<file path="src/design/psd3_pkg.sv">
// Shared widths, register indexes and sideband types for the point-to-segment distance core.
package psd3_pkg;

  localparam int CoordW = 32;   // input coordinate width
  localparam int DiffW  = 33;   // coordinate difference width
  localparam int ProdW  = 66;   // product of two differences
  localparam int SumW   = 68;   // sum of three products, dot, squared length
  localparam int NumW   = 136;  // dot squared
  localparam int RootW  = 34;   // integer square root of a SumW-bit value
  localparam int DistW  = 33;   // delivered distance width
  localparam int IdxW   = 3;

  typedef logic [IdxW-1:0] cfg_idx_t;

  localparam cfg_idx_t REG_START_X = 3'd0;
  localparam cfg_idx_t REG_START_Y = 3'd1;
  localparam cfg_idx_t REG_START_Z = 3'd2;
  localparam cfg_idx_t REG_END_X   = 3'd3;
  localparam cfg_idx_t REG_END_Y   = 3'd4;
  localparam cfg_idx_t REG_END_Z   = 3'd5;

  localparam logic [CoordW-1:0] END_Z_RESET = 32'h0001_0000;

  typedef enum logic [1:0] {
    PART_INTERIOR = 2'd0,
    PART_START    = 2'd1,
    PART_END      = 2'd2,
    PART_DEGEN    = 2'd3
  } part_t;

  // Travels alongside the divider: squared distance to correct and the nearest part.
  typedef struct packed {
    logic [SumW-1:0] base;
    part_t           part;
  } side_t;

endpackage

</file>
<file path="src/design/psd3_sqrt.sv">
// Pipelined integer square root, rounded down, one root bit per stage.
module psd3_sqrt (
  input  logic                          clk,
  input  logic                          rst_n,
  input  logic                          en,
  input  logic                          in_valid,
  input  logic [psd3_pkg::SumW-1:0]     rad,
  input  psd3_pkg::part_t               in_part,
  output logic                          out_valid,
  output logic [psd3_pkg::RootW-1:0]    root,
  output psd3_pkg::part_t               out_part
);

  localparam int SW    = psd3_pkg::SumW;
  localparam int RW    = psd3_pkg::RootW;
  localparam int Steps = psd3_pkg::RootW;

  typedef struct packed {
    logic [SW-1:0]   x;
    logic [RW+2:0]   rem;
    logic [RW-1:0]   root;
    psd3_pkg::part_t part;
  } sqrt_stage_t;

  function automatic sqrt_stage_t sqrt_step(sqrt_stage_t s);
    logic [RW+2:0] r4;
    logic [RW+2:0] trial;
    sqrt_stage_t   o;
    r4    = {s.rem[RW:0], s.x[SW-1:SW-2]};
    trial = {1'b0, s.root, 2'b01};
    o     = s;
    o.x   = {s.x[SW-3:0], 2'b00};
    if (r4 >= trial) begin
      o.rem  = r4 - trial;
      o.root = {s.root[RW-2:0], 1'b1};
    end else begin
      o.rem  = r4;
      o.root = {s.root[RW-2:0], 1'b0};
    end
    return o;
  endfunction

  logic [Steps:0] vld_r;
  sqrt_stage_t    stg_r [0:Steps];

  always_ff @(posedge clk) begin
    if (!rst_n) begin
      vld_r <= '0;
    end else if (en) begin
      vld_r <= {vld_r[Steps-1:0], in_valid};
    end
  end

  always_ff @(posedge clk) begin
    if (en) begin
      stg_r[0].x    <= rad;
      stg_r[0].rem  <= '0;
      stg_r[0].root <= '0;
      stg_r[0].part <= in_part;
    end
  end

  for (genvar k = 0; k < Steps; k++) begin : g_step
    always_ff @(posedge clk) begin
      if (en) begin
        stg_r[k+1] <= sqrt_step(stg_r[k]);
      end
    end
  end

  assign out_valid = vld_r[Steps];
  assign root      = stg_r[Steps].root;
  assign out_part  = stg_r[Steps].part;

endmodule

</file>
<file path="config.mk">
export PLATFORM = sky130hd
export DESIGN_NAME = psd3_sqrt
export DESIGN_NICKNAME = d
export VERILOG_FILES = /design/src/design/psd3_pkg.sv /design/src/design/psd3_sqrt.sv
export SDC_FILE = /design/constraint.sdc
export NUM_CORES = 2
export LEC_CHECK = 0
export BUFFER_PORTS_ARGS = -buffer_cell sky130_fd_sc_hd__buf_2
export CAP_MARGIN = 0
export CORE_ASPECT_RATIO = 0.9
export CORE_MARGIN = 2
export CORE_UTILIZATION = 26
export CTS_BUF_LIST = sky130_fd_sc_hd__clkbuf_16
export DETAILED_ROUTE_END_ITERATION = 6
export SYNTH_ARGS = -nofsm -noshare
export SYNTH_HDL_FRONTEND = slang
export SYNTH_MEMORY_MAX_BITS = 65536
export SYNTH_SLANG_ARGS = --single-unit
</file>
<file path="constraint.sdc">
create_clock -name clk -period 5.3 [get_ports clk]
set_clock_uncertainty 0.15 [all_clocks]
set_input_delay 0.53 -clock clk [delete_from_list [all_inputs] [get_ports clk]]
set_output_delay 0.53 -clock clk [all_outputs]
set_load 0.005 [all_outputs]
</file>
Word-level counts from Yosys, hierarchy flattened

Memory sizes are Yosys's and may differ from the RTL's.
Index checks and enable logic that the tools add are counted.

Output and inout port bits: 37
Memory bits (writable): 4935
Input bits: 74
Logic and storage cells: 140
Flip-flop bits (word level): 35
Memories kept: 1

Order comparisons: 34
$add $sub $neg: 34
Multiplexer cells: 70

Memory list:

| name  | words | bits a word | read ports | clocked after Yosys merged registers in | wr ports | RTL line        | source |
|---|---|---|---|---|---|---|---|
| stg_r | 35    | 141         | 35         | 0                                       | 35       | psd3_sqrt.sv:44 | `sqrt_stage_t stg_r [0:Steps];` |

Operators by type and width:

| operator                       | count |
|---|---|
| 2-to-1 mux 71 bit              | 68 |
| >= comparator 37 x 36 -> 1 bit | 34 |
| subtractor 37 x 36 -> 37 bit   | 34 |
| 2-to-1 mux 1 bit               | 2 |

Longest topological paths before layout

Word-level depth: 3
Mapped depth: 14
Depth with buffers taken out: 12

Least setup slack after synthesis

Ideal clock, no wire load.

Path kind: flip-flop to flip-flop
Start: mem stg_r[15][52] (netlist bit)
End: mem stg_r[16][40] (netlist bit), data pin
Data arrival time: 3.458 ns
Cell stages (with the launch flop): 10
Setup time: 0.260 ns
Path buffers: 2
Data required time: 4.890 ns
Period minus slack after synthesis: 3.868 ns
Slack: 1.432 ns
Cells stage by stage: edfxtp_1 or4_4 nor4_2 or4b_1 buf_2 or4_4 or4_4 or2_4 buf_6 mux2_4

RTL lines:

| what            | RTL line |
|---|---|
| start, declared | psd3_sqrt.sv:44 |

==> summary.txt <==
Job
  – # Max-Cap Violations: 0

STA
  – Fin. Hold Viols: 0
  – Final slew viol count: 0
  – Clock period minus final worst setup slack: 4420 ps
  – Worst Slack Setup Final: 877 ps
  – Tcrit/Tclk final: between 80% and 90%
  – Fmax achieved: about 230 MHz
  – Setup Total Neg Slack: 0 ps
  – Slew at the pin closest to its max-slew limit: 1260 ps
  – Worst slew margin: 15.3%
  – Setup repair after global routing missed its margin: false
  – Number of setup violations in the final report: 0
  – Worst hold slack: roughly 98 ps

Clock network
  – Clock Tree Root: clkbuf_16
  – Number of levels the H-tree was split into: 5
  – PostCTS Resize Cnt: 0
  – Source-to-sink clock delay at the later pin of the worst-skew pair: 1000 ps
  – Count of clock tree sinks: 2992
  – TritonCTS buffer count: 335
  – Clock-pin slew of the registers on the worst-case setup and hold paths: 60 ps
  – Clock tree from TritonCTS: built
  – Buffer levels on the longest clock path: 4

Yosys
  – Syn. warnings: 0
  – Synth cell types: 98
  – Number of nets produced by synthesis: roughly 11000
  – Part of the Yosys area used for sequential elements: 65.2%
  – Post-synthesis instance area: 137000 um^2
  – Count of flip-flops with a built-in enable after synthesis: between 2000 and 3000
  – Seq cells post-synth: approximately 3000
  – Cells after Synth: between 10000 and 15000
  – Synthesized area divided by synthesized cell count: approximately 13 um^2
  – Most instantiated flip-flop cell in the synthesis netlist: edfxtp_1
  – Async SR Flop Fraction: 0%

Global routing
  – Vias in the first global route: 78100
  – Antenna violations before repair: 8
  – Total overflow reported by the global router: 0
  – Global-route wire length before repair: 432 mm
  – Maximum number of pins on one net before global-route repair: 164
  – Global Route Usage Sum: under 10%

Worst setup path
  – Critical-path maximum fanout: 25
  – Start-to-end type of the worst setup path: register to register
  – Required arrival time at the worst endpoint: 5870 ps
  – Arrival time worst endpoint: about 5000 ps
  – Worst setup SP type: register
  – Kind of capture point of the worst setup path: register

Pwr
  – Power per Cell Area: 431 nW/um^2
  – IR Drop Worst-Case VDD: 0.280 mV
  – Leakage power summed over all cells: 59.1 nW

Placed design
  – Post-DP HPWL: 194 mm
  – Dpl cells: roughly 18000
  – Port Buf Inserts: 110
  – Gp weighted congestion: 0.916
  – Dpl ws: roughly 940 ps

Detailed routing
  – Number of vias per cell after detailed routing: 4.40
  – Antenna-violating nets left: 0
  – Number of DRC violations after detailed-routing iteration 0: 5656
  – Average wire length per cell after detail routing: 15.1 um
  – Total wire length: 276 mm
  – Vias post-DR: 80200
  – Post-route DRC: 0
  – Initial DRT Pass Iterations: 6

Floorplan
  – Number of primary I/O pins: 111
  – X dimension of the die: 770 um
  – Initial core utilization: 26.1%
  – Vertical die dimension: 693 um
  – Placement row count: around 250
  – Area enclosed by the die boundary: 534000 um^2
  – Area of the core: 526000 um^2

Layout
  – Layout cells sized above 1: between 8 and 9%
  – Final std cells w/o fill: between 15000 and 20000
  – Area overhead of the layout relative to synthesis: 16.1%
  – Share of the core filled with cells in the final layout: ~30%
  – Most frequent standard cell in the layout excluding fill and tap cells: edfxtp_1
  – Nets: 11700
  – Commonest non-fill, non-tap cells in the layout: edfxtp_1, inv_1, nand2_1

Outcome
  – Status: completed

Worst hold path
  – Kind of path behind the tightest hold check: primary input to register
==> cells by family (layout without fill, tap and decap cells) <==
kind of cell	count (synthesis)	in the layout	share of synthesized area (%)
AOI/OAI and AO/OA	2082	2082	9.40
xor gates and xnor gates	913	913	5.83
adders and majority gates	631	631	5.75
buffers and inverters	1018	1735	2.82
DFF	2992	2992	65.2
muxes	132	132	1.06
other	1	14	0.00273
and+or+nand+nor	2745	2745	9.91
==> path summary, 6_finish.rpt <==
path	start	end	slack (ps)	depth (start not counted)
hold reg to reg	stg_r[7][128]	stg_r[8][130]	180	0
setup reg to reg	stg_r[10][48]	stg_r[11][58]	880	9
hold / removal	rad[56]	stg_r[0][129]	100	2
setup / recovery	stg_r[10][48]	stg_r[11][58]	880	9
==> where the power goes <==
part | switching [mW] | leakage, nW | total, mW | internal [mW]
clock network | 9.74 | 5.61 | 23.5 | 13.8
registers | 1.89 | 28.7 | 31.6 | 29.8
logic | 7.72 | 24.7 | 13.4 | 5.70
==> stage by stage <==
step | area [um^2] | total power, mW
2_1_floorplan | 137000 | 41.2
3_3_place_gp | 147000 | 45.2
3_5_place_dp | 147000 | 45.4
4_1_cts | 159000 | 69.5
5_1_grt | 159000 | 72.3
6_report | 159000 | 68.6
==> synthesized netlist by cell type, types with 31 or more instances <==
library cell	instances	area share, %
edfxtp_1	2957	65
inv_1	797	2.2
nand2_1	697	1.9
a21oi_1	694	2.5
nor2_1	678	1.9
ha_1	631	5.8
o21ai_0	483	1.8
xor2_1	469	3.0
xnor2_1	444	2.8
nor3_1	276	1.0
a21o_1	236	1.3
clkbuf_1	187	0.51
nand3_1	168	0.61
nor4_1	142	0.65
nand2b_1	132	0.60
o21a_1	125	0.68
nor2b_1	107	0.49
nand4_1	104	0.47
or3_1	96	0.44
o31ai_1	82	0.45
mux2_2	79	0.65
a211oi_1	62	0.34
or4_1	62	0.34
and3_1	60	0.27
or2_2	57	0.26
o21bai_1	55	0.30
a31oi_1	50	0.23
o211ai_1	50	0.27
mux2i_1	47	0.34
dfxtp_1	35	0.51
and2_1	32	0.15
a21boi_0	31	0.17
==> sequential cells by signal, indices dropped and copies added (netlist names) <==
| register | flops |
|---|---|
| vld_r | 35 |
| stg_r | 2957 |
==> metal layers <==
layer / GRT usage (%) / vias to the layer above / share of wire (%)
met4: 4.09 / 0 / 4.3
li1: - / 39900 / -
met3: 1.56 / 580 / 4.4
met5: 0 / - / 0
met1: 13.0 / 38200 / 45
met2: 16.3 / 1621 / 46
==> area by class of cell <==
type	instances	area [um^2]
diodes	13	32.5
clock buffers	338	8460
clock inverters	261	2780
fillers	52600	367000
inverters	802	3010
multi-input cells	6504	43900
flip-flops and latches	2992	89500
well taps	7012	8770
repair buffers	334	2770
==> critical path, cell delays in order, from the launching register on <==
cell and delay [ps]:
edfxtp_1 440, or4_4 560, or3_4 350, or3_1 510
or4_4 600, nand4_2 150, nor2_2 190, or4_4 650
or3_1 370, xnor2_1 140
==> repair_timing <==
action / CTS / global route
hold buffers: 102 / 0
endpoints found under the setup margin: 0 / 0
hold endpoints to repair: 145 / 0
setup buffers: 0 / 0
Note: power is estimated with default switching activity, not from simulation.
